<file path="config.mk">
export PLATFORM = sky130hd
export DESIGN_NAME = i2c_master_bit_sequencer
export DESIGN_NICKNAME = d
export VERILOG_FILES = /design/src/hdl/i2cms_pkg.sv /design/src/hdl/i2cms_front.sv /design/src/hdl/i2cms_back.sv /design/src/hdl/i2c_master_bit_sequencer.sv
export SDC_FILE = /design/constraint.sdc
export NUM_CORES = 1
export LEC_CHECK = 0
export CAP_MARGIN = 20
export CORE_MARGIN = 5
export CORE_UTILIZATION = 55
export DETAILED_ROUTE_END_ITERATION = 6
export DONT_BUFFER_PORTS = 1
export PLACE_DENSITY = 0.76
export SYNTH_ARGS = -nofsm -noshare
export SYNTH_HDL_FRONTEND = slang
export SYNTH_SLANG_ARGS = --single-unit
</file>
<file path="constraint.sdc">
create_clock -name aclk -period 3.9 [get_ports aclk]
set_input_delay 0.78 -clock aclk [delete_from_list [all_inputs] [get_ports aclk]]
set_output_delay 0.78 -clock aclk [all_outputs]
set_load 0.02 [all_outputs]
</file>
<file path="src/hdl/i2cms_pkg.sv">
// Shared types and constants for the I2C master bit sequencer.
// Used by the front end, the sequencer back end and the top level.
package i2cms_pkg;

    localparam logic [2:0] OP_TICK      = 3'd0;
    localparam logic [2:0] OP_START     = 3'd1;
    localparam logic [2:0] OP_STOP      = 3'd2;
    localparam logic [2:0] OP_SEND_BYTE = 3'd3;
    localparam logic [2:0] OP_WAIT_ACK  = 3'd4;
    localparam logic [2:0] OP_READ_BYTE = 3'd5;
    localparam logic [2:0] OP_SEND_ACK  = 3'd6;
    localparam logic [2:0] OP_SEND_NACK = 3'd7;

    localparam logic [3:0] BIT_LAST            = 4'd7;
    localparam logic [7:0] ACK_TIMEOUT_DEFAULT = 8'd250;

    localparam int Q_DEPTH = 2;
    localparam int Q_PTR_W = (Q_DEPTH > 1) ? $clog2(Q_DEPTH) : 1;
    localparam int Q_CNT_W = $clog2(Q_DEPTH + 1);

    typedef struct packed {
        logic [2:0] op;
        logic [7:0] tx_byte;
        logic       ack_after_read;
        logic       sda_in;
    } in_item_t;

    typedef struct packed {
        logic       scl_out;
        logic       sda_out;
        logic       busy_res;
        logic       done_res;
        logic [7:0] rx_byte;
        logic       ack_error;
    } out_item_t;

    typedef struct packed {
        logic       is_cmd;
        logic [2:0] op;
        logic [7:0] tx_byte;
        logic       ack_after_read;
        logic       sda_in;
    } q_item_t;

endpackage

</file>
<file path="src/hdl/i2cms_front.sv">
// Front end: accepts tick/command transfers, classifies them and queues them.
// Depends on i2cms_pkg.
module i2cms_front (
    input  logic               aclk,
    input  logic               aresetn,
    input  logic               s_valid,
    output logic               s_ready,
    input  i2cms_pkg::in_item_t s_data,
    output logic               q_valid,
    input  logic               q_ready,
    output i2cms_pkg::q_item_t  q_item
);
    import i2cms_pkg::*;

    q_item_t              entry_reg [Q_DEPTH];
    logic [Q_PTR_W-1:0]   wr_ptr_reg;
    logic [Q_PTR_W-1:0]   wr_ptr_next;
    logic [Q_PTR_W-1:0]   rd_ptr_reg;
    logic [Q_PTR_W-1:0]   rd_ptr_next;
    logic [Q_CNT_W-1:0]   count_reg;
    logic [Q_CNT_W-1:0]   count_next;
    logic                 push;
    logic                 pop;
    q_item_t              classified;

    assign s_ready = (count_reg != Q_CNT_W'(Q_DEPTH));
    assign q_valid = (count_reg != '0);
    assign q_item  = entry_reg[rd_ptr_reg];
    assign push    = s_valid && s_ready;
    assign pop     = q_valid && q_ready;

    always_comb begin
        classified.is_cmd         = (s_data.op != OP_TICK);
        classified.op             = s_data.op;
        classified.tx_byte        = s_data.tx_byte;
        classified.ack_after_read = s_data.ack_after_read;
        classified.sda_in         = s_data.sda_in;
    end

    always_comb begin
        wr_ptr_next = (wr_ptr_reg == Q_PTR_W'(Q_DEPTH - 1)) ? '0 : wr_ptr_reg + 1'b1;
        rd_ptr_next = (rd_ptr_reg == Q_PTR_W'(Q_DEPTH - 1)) ? '0 : rd_ptr_reg + 1'b1;
        count_next  = count_reg;
        if (push && !pop) begin
            count_next = count_reg + 1'b1;
        end else if (pop && !push) begin
            count_next = count_reg - 1'b1;
        end
    end

    always_ff @(posedge aclk) begin
        if (push) begin
            entry_reg[wr_ptr_reg] <= classified;
        end
    end

    always_ff @(posedge aclk) begin
        if (!aresetn) begin
            wr_ptr_reg <= '0;
            rd_ptr_reg <= '0;
            count_reg  <= '0;
        end else begin
            if (push) begin
                wr_ptr_reg <= wr_ptr_next;
            end
            if (pop) begin
                rd_ptr_reg <= rd_ptr_next;
            end
            count_reg <= count_next;
        end
    end

endmodule

</file>
<file path="src/hdl/i2cms_back.sv">
// Back end: SCL/SDA step sequencer, one queued item per step, with result register.
// Depends on i2cms_pkg.
module i2cms_back (
    input  logic                aclk,
    input  logic                aresetn,
    input  logic [7:0]          ack_timeout,
    input  logic                q_valid,
    output logic                q_ready,
    input  i2cms_pkg::q_item_t   q_item,
    output logic                m_valid,
    input  logic                m_ready,
    output i2cms_pkg::out_item_t m_data
);
    import i2cms_pkg::*;

    typedef enum logic [4:0] {
        ST_IDLE  = 5'd0,
        ST_ST0   = 5'd1,
        ST_ST1   = 5'd2,
        ST_ST2   = 5'd3,
        ST_SP0   = 5'd4,
        ST_SP1   = 5'd5,
        ST_SP2   = 5'd6,
        ST_TXA   = 5'd7,
        ST_TXB   = 5'd8,
        ST_WA0   = 5'd9,
        ST_WA1   = 5'd10,
        ST_WAP   = 5'd11,
        ST_WAEND = 5'd12,
        ST_RXH   = 5'd13,
        ST_RXL   = 5'd14,
        ST_AK0   = 5'd15,
        ST_AK1   = 5'd16,
        ST_AK2   = 5'd17,
        ST_AK3   = 5'd18,
        ST_NK0   = 5'd19,
        ST_NK1   = 5'd20,
        ST_NK2   = 5'd21
    } step_t;

    step_t      step_reg, step_next, step_cur;
    logic [2:0] cmd_reg, cmd_next;
    logic [3:0] bit_reg, bit_next;
    logic [7:0] shift_reg, shift_next;
    logic [7:0] poll_reg, poll_next;
    logic       scl_reg, scl_next;
    logic       sda_reg, sda_next;
    logic       ackc_reg, ackc_next;
    logic [7:0] rx_reg, rx_next;
    logic       tflag_reg, tflag_next;
    logic       was_active;
    logic       out_scl, out_sda;
    logic       advance;
    logic       out_valid_reg;
    out_item_t  out_reg, out_next;

    assign advance = q_valid && (!out_valid_reg || m_ready);
    assign q_ready = advance;
    assign m_valid = out_valid_reg;
    assign m_data  = out_reg;

    always_comb begin
        step_cur   = step_reg;
        cmd_next   = cmd_reg;
        bit_next   = bit_reg;
        shift_next = shift_reg;
        poll_next  = poll_reg;
        scl_next   = scl_reg;
        sda_next   = sda_reg;
        ackc_next  = ackc_reg;
        rx_next    = rx_reg;
        tflag_next = tflag_reg;

        if (step_reg == ST_IDLE && q_item.is_cmd) begin
            cmd_next = q_item.op;
            bit_next = '0;
            unique case (q_item.op)
                OP_START:     step_cur = ST_ST0;
                OP_STOP:      step_cur = ST_SP0;
                OP_SEND_BYTE: begin
                    shift_next = q_item.tx_byte;
                    step_cur   = ST_TXA;
                end
                OP_WAIT_ACK:  begin
                    tflag_next = 1'b0;
                    poll_next  = '0;
                    step_cur   = ST_WA0;
                end
                OP_READ_BYTE: begin
                    ackc_next  = q_item.ack_after_read;
                    shift_next = '0;
                    step_cur   = ST_RXH;
                end
                OP_SEND_ACK:  step_cur = ST_AK0;
                default:      step_cur = ST_NK0;
            endcase
        end
        was_active = (step_cur != ST_IDLE);

        unique case (step_cur)
            ST_ST0:   begin sda_next = 1'b1; scl_next = 1'b1; end
            ST_ST1:   sda_next = 1'b0;
            ST_ST2:   scl_next = 1'b0;
            ST_SP0:   sda_next = 1'b0;
            ST_SP1:   scl_next = 1'b1;
            ST_SP2:   sda_next = 1'b1;
            ST_TXA:   sda_next = shift_next[7];
            ST_TXB:   scl_next = 1'b1;
            ST_WA0:   sda_next = 1'b1;
            ST_WA1:   scl_next = 1'b1;
            ST_WAEND: scl_next = 1'b0;
            ST_RXH:   scl_next = 1'b1;
            ST_RXL:   scl_next = 1'b0;
            ST_AK0:   sda_next = 1'b0;
            ST_AK1:   scl_next = 1'b1;
            ST_AK2:   scl_next = 1'b0;
            ST_AK3:   sda_next = 1'b1;
            ST_NK0:   sda_next = 1'b1;
            ST_NK1:   scl_next = 1'b1;
            ST_NK2:   scl_next = 1'b0;
            default:  ;
        endcase
        out_scl = scl_next;
        out_sda = sda_next;

        unique case (step_cur)
            ST_ST0:  step_next = ST_ST1;
            ST_ST1:  step_next = ST_ST2;
            ST_SP0:  step_next = ST_SP1;
            ST_SP1:  step_next = ST_SP2;
            ST_SP2:  step_next = (cmd_next == OP_WAIT_ACK) ? ST_WAEND : ST_IDLE;
            ST_TXA:  step_next = ST_TXB;
            ST_TXB:  begin
                scl_next = 1'b0;
                if (bit_next >= BIT_LAST) begin
                    sda_next  = 1'b1;
                    step_next = ST_IDLE;
                end else begin
                    bit_next   = bit_next + 1'b1;
                    shift_next = {shift_next[6:0], 1'b0};
                    step_next  = ST_TXA;
                end
            end
            ST_WA0:  step_next = ST_WA1;
            ST_WA1, ST_WAP: begin
                if (!q_item.sda_in) begin
                    step_next = ST_WAEND;
                end else if (poll_next >= ack_timeout) begin
                    tflag_next = 1'b1;
                    step_next  = ST_SP0;
                end else begin
                    poll_next = poll_next + 1'b1;
                    step_next = ST_WAP;
                end
            end
            ST_RXH:  begin
                shift_next = {shift_next[6:0], q_item.sda_in};
                step_next  = ST_RXL;
            end
            ST_RXL:  begin
                if (bit_next >= BIT_LAST) begin
                    rx_next   = shift_next;
                    step_next = ackc_next ? ST_AK0 : ST_NK0;
                end else begin
                    bit_next  = bit_next + 1'b1;
                    step_next = ST_RXH;
                end
            end
            ST_AK0:  step_next = ST_AK1;
            ST_AK1:  step_next = ST_AK2;
            ST_AK2:  step_next = ST_AK3;
            ST_NK0:  step_next = ST_NK1;
            ST_NK1:  step_next = ST_NK2;
            default: step_next = ST_IDLE;
        endcase

        out_next.scl_out   = out_scl;
        out_next.sda_out   = out_sda;
        out_next.busy_res  = (step_next != ST_IDLE);
        out_next.done_res  = was_active && (step_next == ST_IDLE);
        out_next.rx_byte   = rx_next;
        out_next.ack_error = tflag_next;
    end

    always_ff @(posedge aclk) begin
        if (!aresetn) begin
            step_reg      <= ST_IDLE;
            cmd_reg       <= '0;
            bit_reg       <= '0;
            shift_reg     <= '0;
            poll_reg      <= '0;
            scl_reg       <= 1'b1;
            sda_reg       <= 1'b1;
            ackc_reg      <= 1'b0;
            rx_reg        <= '0;
            tflag_reg     <= 1'b0;
            out_valid_reg <= 1'b0;
            out_reg       <= '0;
        end else begin
            if (advance) begin
                step_reg      <= step_next;
                cmd_reg       <= cmd_next;
                bit_reg       <= bit_next;
                shift_reg     <= shift_next;
                poll_reg      <= poll_next;
                scl_reg       <= scl_next;
                sda_reg       <= sda_next;
                ackc_reg      <= ackc_next;
                rx_reg        <= rx_next;
                tflag_reg     <= tflag_next;
                out_valid_reg <= 1'b1;
                out_reg       <= out_next;
            end else if (m_ready) begin
                out_valid_reg <= 1'b0;
            end
        end
    end

endmodule

</file>
<file path="src/hdl/i2c_master_bit_sequencer.sv">
// Top level of the I2C master bit sequencer: timeout register, front end, back end.
// Depends on i2cms_pkg, i2cms_front and i2cms_back.
//
//   channel   ports                       transfer carries
//   s_        s_valid s_ready s_data      one tick or command (in_item_t)
//   m_        m_valid m_ready m_data      pin levels and status (out_item_t)
//   cfg       cfg_wr_en cfg_wr_data       ack_timeout write, no handshake
//
// One item per cycle sustained while m_ is not stalled; each item passes from s_ to m_
// through the queue register, then the sequencer step into the result register.
// A two-entry queue decouples intake from the result register; m_ stalls
// back up into the queue and then drop s_ready.
// Synchronous active-low reset: idle, pins released, ack_timeout 250.
module i2c_master_bit_sequencer (
    input  logic                 aclk,
    input  logic                 aresetn,
    input  logic                 s_valid,
    output logic                 s_ready,
    input  i2cms_pkg::in_item_t  s_data,
    output logic                 m_valid,
    input  logic                 m_ready,
    output i2cms_pkg::out_item_t m_data,
    input  logic                 cfg_wr_en,
    input  logic [7:0]           cfg_wr_data
);
    import i2cms_pkg::*;

    logic [7:0] ack_timeout_reg;
    logic       q_valid;
    logic       q_ready;
    q_item_t    q_item;

    always_ff @(posedge aclk) begin
        if (!aresetn) begin
            ack_timeout_reg <= ACK_TIMEOUT_DEFAULT;
        end else if (cfg_wr_en) begin
            ack_timeout_reg <= cfg_wr_data;
        end
    end

    i2cms_front u_front (
        .aclk    (aclk),
        .aresetn (aresetn),
        .s_valid (s_valid),
        .s_ready (s_ready),
        .s_data  (s_data),
        .q_valid (q_valid),
        .q_ready (q_ready),
        .q_item  (q_item)
    );

    i2cms_back u_back (
        .aclk        (aclk),
        .aresetn     (aresetn),
        .ack_timeout (ack_timeout_reg),
        .q_valid     (q_valid),
        .q_ready     (q_ready),
        .q_item      (q_item),
        .m_valid     (m_valid),
        .m_ready     (m_ready),
        .m_data      (m_data)
    );

endmodule

</file>
* Yosys cells after proc, flatten, opt, wreduce, memory -nomap -nowiden
Memory sizes are Yosys's and may differ from the RTL's. A register that Yosys moved wholly into a read port is not among the register bits.
Cells that the tools add are included.
** Operators by class
- Add/sub/neg operators :: 6
- Magnitude comparators :: 2
- Equal/unequal tests :: 29
- Muxes and demuxes :: 44
- Reduce and logical (&&, ||, !) cells :: 26
** Operators by type and width (count)
- one-hot mux 5 bit (16 select lines) :: 1
- two-way mux 8 bit :: 7
- == test 5 x 4 -> 1 bit, second input constant :: 8
- one-hot mux 8 bit (2 select lines) :: 2
- == test 5 bit, second input constant :: 6
- one-hot mux 5 bit (6 select lines) :: 1
- == test 5 x 3 -> 1 bit, second input constant :: 4
- two-way mux 4 bit :: 5
- two-way mux 5 bit :: 4
- two-way mux 1 bit :: 18
- == test 3 bit, second input constant :: 4
- == test 5 x 2 -> 1 bit, second input constant :: 2
- logical NOT 5 bit :: 2
- nonzero test 5 bit :: 2
- OR reduction 5 bit :: 2
- adder 8 x 1 -> 8 bit, second input constant :: 1
- greater-or-equal comparator 8 bit :: 1
- logical AND 1 bit :: 7
- OR reduction 7 bit :: 1
- == test 3 x 2 -> 1 bit, second input constant :: 2
- two-way mux 3 bit :: 2
- nonzero test 2 bit :: 3
- == test 5 x 1 -> 1 bit, second input constant :: 1
- adder 4 x 1 -> 4 bit, second input constant :: 1
- other kinds (15) :: 20
** Word-level totals
- Register bits after elaboration :: 57
- Bits in writable memories :: 28
- Input bits :: 26
- Output and inout bits :: 15
- Logic and storage cells :: 127
- Memories kept :: 1
** Memory list
- u_front.entry_reg :: words 2, bits a word 14, rd ports 1, clocked after Yosys merged registers in 1, write ports 1, RTL line i2cms_front.sv:15 : q_item_t entry_reg [Q_DEPTH];

* Logic depth before layout (Yosys ltp)
- Depth after elaboration :: 9
- Mapped depth :: 15
- Depth with buffers taken out :: 13

* Modules after synthesis
A second synthesis with hierarchy kept.
** Unflattened totals
- Cell total of the unflattened synthesis :: 499
- Area, all modules :: 4752.1 um2
** Modules (own cells, without submodules)
- i2cms_back :: times used 1, cells each 406, area each 3213.1 um2, seq. area each 900.9 um2
- i2cms_front :: times used 1, cells each 68, area each 1252.5 um2, seq. area each 940.9 um2
- i2c_master_bit_sequencer :: times used 1, cells each 25, area each 286.5 um2, seq. area each 160.2 um2

* Worst setup path after synthesis
OpenSTA, ideal clock, no wires.
- Path type :: register to register
- From :: register u_back.step_reg[2]
- To :: register u_back.poll_reg[6]
- Library setup time :: 0.126 ns
- Arrival :: 3.280 ns
- Data required time :: 3.774 ns
- Setup slack :: 0.494 ns
- Cell stages (with the launch flop) :: 16
- Path buffers :: 2
- Period minus slack after synthesis :: 3.406 ns
- Path through :: dfxtp_1 > buf_6 > nor3_1 > nand3_1 > or3_1 > clkbuf_1 > and2_1 > ha_1 > and3_1 > a211oi_1 > o221a_2 > nor2_1 > nor4_4 > nand2_1 > o2111ai_1 > o31ai_1
** Between the ends
- Cells in the longest elaborated chain, start to end :: 7
- Elaborated cells on any way between the ends :: 12
- Those cells by class :: add/sub: 1; order compare: 1; eq/ne: 2; mux: 5; reduce/logical: 3
** Ends and longest elaborated chain
- start: declaration :: RTL line i2cms_back.sv:41 : step_t step_reg, step_next, step_cur;
- start signal: assignment :: RTL line i2cms_back.sv:201 : step_reg <= step_next;
- logical NOT 5 bit :: RTL line i2cms_back.sv:74 : if (step_reg == ST_IDLE && q_item.is_cmd) begin
- logical AND 1 bit :: RTL line i2cms_back.sv:74
- two-way mux 8 bit :: RTL line i2cms_back.sv:74
- adder 8 x 1 -> 8 bit / greater-or-equal comparator 8 bit (equally long branches) :: RTL line i2cms_back.sv:152, i2cms_back.sv:148
- two-way mux 8 bit :: RTL line i2cms_back.sv:148 : end else if (poll_next >= ack_timeout) begin
- two-way mux 8 bit :: RTL line i2cms_back.sv:146 : if (!q_item.sda_in) begin
- two-way mux 8 bit (*) :: RTL line i2cms_back.sv:126 : unique case (step_cur)
- end signal: assignment :: RTL line i2cms_back.sv:205 : poll_reg <= poll_next;
- end: declaration :: RTL line i2cms_back.sv:45 : logic [7:0] poll_reg, poll_next;
Every way passes the cells marked *; elsewhere a longest branch is shown, timed or not.
A chain may end at the register's enable or synchronous reset.

* Worst setup path after layout
Same ends and word-level chain as after synthesis.

==> results.json <==
{
  "status": "finished clean",
  "cp_cell_sequence": "nor3_1 > nand3_1 > or3_1 > and2_1 > ha_1 > and3_1 > a211oi_1 > o221a_2 > nor2_2 > nor4_4 > nand2_1 > o2111ai_1 > o31ai_1",
  "grt_setup_unrepaired": "false",
  "grt.overflow.total": 0,
  "mappedNetlistNets": 531,
  "layout.nets": 520,
  "critPathLaunchType": "flop",
  "totalNegativeSetupSlack_ps": 0,
  "skew_ps": 8.36,
  "post_synth_inst_count": 494,
  "clk-insertion-delay-late_ps": 370,
  "place.port_buffers": 0,
  "worst_setup_path_end_kind": "flop",
  "postSynth.topFlopCell": "sky130_fd_sc_hd__dfxtp_1",
  "synth_seq_cells": 86,
  "die_area_um2": 10200,
  "synth_cell_types": 72,
  "fill_cells": 696,
  "async_flop_share_pct": 0,
  "grt_pass1_vias": 3577,
  "power.density_cell_area_nw_per_um2": 677,
  "number_of_warnings_printed_during_yosys_synthesis": 0,
  "timing.slew.headroom_pct": 49.1,
  "critPathMaxFanout": 8,
  "period_minus_slack_ps": 3620,
  "place_area_um2": 4600,
  "ctsLongestPathBuffers": 2,
  "design.core.area_um2": 8180,
  "fmax_mhz": 276,
  "initial_core_utilization_pct": 55.9,
  "maxCapViolCount": 0,
  "drtPass1Iterations": 7,
  "synth-edff-count": 28,
  "min-delay-path-class": "reg -> reg",
  "slew_violations": 0,
  "critical_path_arrival_ps": 3870,
  "worst_ep_required_time_ps": 4150,
  "final_area_um2": 4810,
  "largest_delay_contributor_family_on_the_critical_path": "simple AND/OR/NAND/NOR gates",
  "fp.dieW_um": 101,
  "vias": 3747,
  "timing_worst_setup_path_type": "reg -> reg",
  "wire_per_inst_um": 17.7,
  "critical_path.max_stage_delay_ps": 510,
  "seq_area_frac_synth_pct": 43.8,
  "critPathBufInv": 0,
  "placement_rows": 33,
  "cts_post_setup_buffers_inserted": 0,
  "worst_pin_slew_ps": 758,
  "area_growth_pct": 5.26,
  "final_min_period_over_clock_period_pct": 92.9,
  "post_route_core_utilization_pct": 58.8,
  "clk_transition_reported_paths_ps": 90,
  "largest_reg_flops": 28,
  "route.detailed.drc": 0,
  "vias_per_cell": 6.32,
  "initial_antenna_violation_count": 0,
  "ant_nets": 0,
  "num_antenna_cells": 0,
  "tritoncts.num_buffers": 9,
  "p_leak_nw": 1.91,
  "synthesis.area_um2": 4570,
  "grt_pass1_wl_um": 17400,
  "tritoncts": "done",
  "cts_htree_levels": 3,
  "fp.dieH_um": 101,
  "detail_route.wirelength_um": 10500,
  "grt_max_degree": 39,
  "clock_sink_count": 86,
  "layout_common_cells": "58 x sky130_fd_sc_hd__nand2_1, 58 x sky130_fd_sc_hd__dfxtp_1, 48 x sky130_fd_sc_hd__nor2_1",
  "post_synth.cell_area_avg_um2": 9.25,
  "drt_iter0_drc": 475,
  "num_io_pins": 41,
  "grtUsageTotal_pct": 21.2,
  "layout-drive-gt1-share_pct": 9.84,
  "clockRootBuffer": "sky130_fd_sc_hd__clkbuf_8",
  "critPathSlowestCell": "sky130_fd_sc_hd__or3_1",
  "hold_viol_final": 0,
  "finalWeightedCongestion": 1.02,
  "worst_ir_drop_vdd_mv": 0.528,
  "place_hpwl_um": 7510,
  "setup_viol_count_final": 0
}
==> synthesized netlist by cell type, types with 4 or more instances <==
cell type / instances / area, µm²
sky130_fd_sc_hd__dfxtp_1: 58 / 1160
sky130_fd_sc_hd__nand2_1: 58 / 218
sky130_fd_sc_hd__nor2_1: 50 / 188
sky130_fd_sc_hd__a21oi_1: 28 / 140
sky130_fd_sc_hd__edfxtp_1: 28 / 841
sky130_fd_sc_hd__mux2i_1: 27 / 270
sky130_fd_sc_hd__o21ai_0: 17 / 85.1
sky130_fd_sc_hd__clkbuf_1: 15 / 56.3
sky130_fd_sc_hd__and2_1: 14 / 87.6
sky130_fd_sc_hd__inv_1: 12 / 45.0
sky130_fd_sc_hd__nand3_1: 12 / 60.1
sky130_fd_sc_hd__ha_1: 11 / 138
sky130_fd_sc_hd__nor3_1: 10 / 50.1
sky130_fd_sc_hd__o211a_1: 10 / 100
sky130_fd_sc_hd__o211ai_1: 10 / 75.1
sky130_fd_sc_hd__and3_1: 8 / 50.1
sky130_fd_sc_hd__nand2b_1: 8 / 50.1
sky130_fd_sc_hd__or3_1: 7 / 43.8
sky130_fd_sc_hd__xor2_1: 7 / 61.3
sky130_fd_sc_hd__a211oi_1: 6 / 45.0
sky130_fd_sc_hd__buf_2: 6 / 30.0
sky130_fd_sc_hd__nand4_1: 5 / 31.3
sky130_fd_sc_hd__a31oi_1: 4 / 25.0
==> power by group <==
part | internal, mW | switching [mW] | leakage [nW]
clock network | 0.254 | 0.367 | 0.101
registers | 1.08 | 0.138 | 0.733
logic | 0.507 | 0.913 | 1.07
==> worst reg2reg max path, stage by stage, from the launching register on <==
cell and delay (ps):
sky130_fd_sc_hd__dfxtp_1 410, sky130_fd_sc_hd__nor3_1 240, sky130_fd_sc_hd__nand3_1 140, sky130_fd_sc_hd__or3_1 510
sky130_fd_sc_hd__and2_1 220, sky130_fd_sc_hd__ha_1 280, sky130_fd_sc_hd__and3_1 210, sky130_fd_sc_hd__a211oi_1 250
sky130_fd_sc_hd__o221a_2 250, sky130_fd_sc_hd__nor2_2 70, sky130_fd_sc_hd__nor4_4 430, sky130_fd_sc_hd__nand2_1 180
sky130_fd_sc_hd__o2111ai_1 230, sky130_fd_sc_hd__o31ai_1 100
==> kinds of logic after synthesis <==
group	after synthesis	share of synthesized area, %
compound gates	122	19.5
xor+xnor	10	1.92
fa+ha+maj	11	3.01
buf+inv	44	4.52
flops	86	43.8
mux	28	6.16
simple gates	193	21.1
==> cell type report <==
cell class,count,area (µm²),area share (%)
clock buffer,9,124,2.58
clock inverter,7,73.8,1.53
inverter,14,52.6,1.09
multi-input combinational,364,2370,49.2
sequential,86,2000,41.6
tap,105,131,2.73
timing repair buffer,8,60.1,1.25
==> metrics by stage <==
| step | power [mW] | hold WS [ps] | worst slack (ps) | std cells |
|---|---|---|---|---|
| 2_1_floorplan | 2.31 | 432 | 494 | 494 |
| 5_1_grt | 3.45 | 469 | 44.9 | 593 |
| 4_1_cts | 3.22 | 466 | 259 | 592 |
| 6_report | 3.25 | 469 | 277 | 593 |
| 3_3_place_gp | 2.57 | 439 | 449 | 576 |
| 3_5_place_dp | 2.61 | 454 | 273 | 576 |
==> what timing repair did <==
| action | CTS | global route |
|---|---|---|
| endpoints found under the setup margin | 0 | 1 |
| resized for setup | 0 | 1 |
| hold buffers | 0 | 0 |
==> routing by layer <==
metal / part of all wire (%) / global-route usage (%) / vias up
li1: - / - / 1775
met1: 41 / 27.1 / 1715
met2: 47 / 34.0 / 211
met3: 8.8 / 4.68 / 46
met4: 4.0 / 10.7 / 0
met5: 0 / 0 / -
==> final timing paths <==
kind	from	end	slack, ps	cells after the start
setup / recovery	u_back.step_reg[2]$_SDFFE_PN0P_	u_back.poll_reg[6]$_SDFFE_PN0P_	280	13
setup reg to reg	u_back.step_reg[2]$_SDFFE_PN0P_	u_back.poll_reg[6]$_SDFFE_PN0P_	280	13
hold reg to reg	u_back.shift_reg[3]$_SDFFE_PN0P_	u_back.shift_reg[3]$_SDFFE_PN0P_	470	2
hold / removal	u_back.shift_reg[3]$_SDFFE_PN0P_	u_back.shift_reg[3]$_SDFFE_PN0P_	470	2
(Power assumes the default switching activity.)
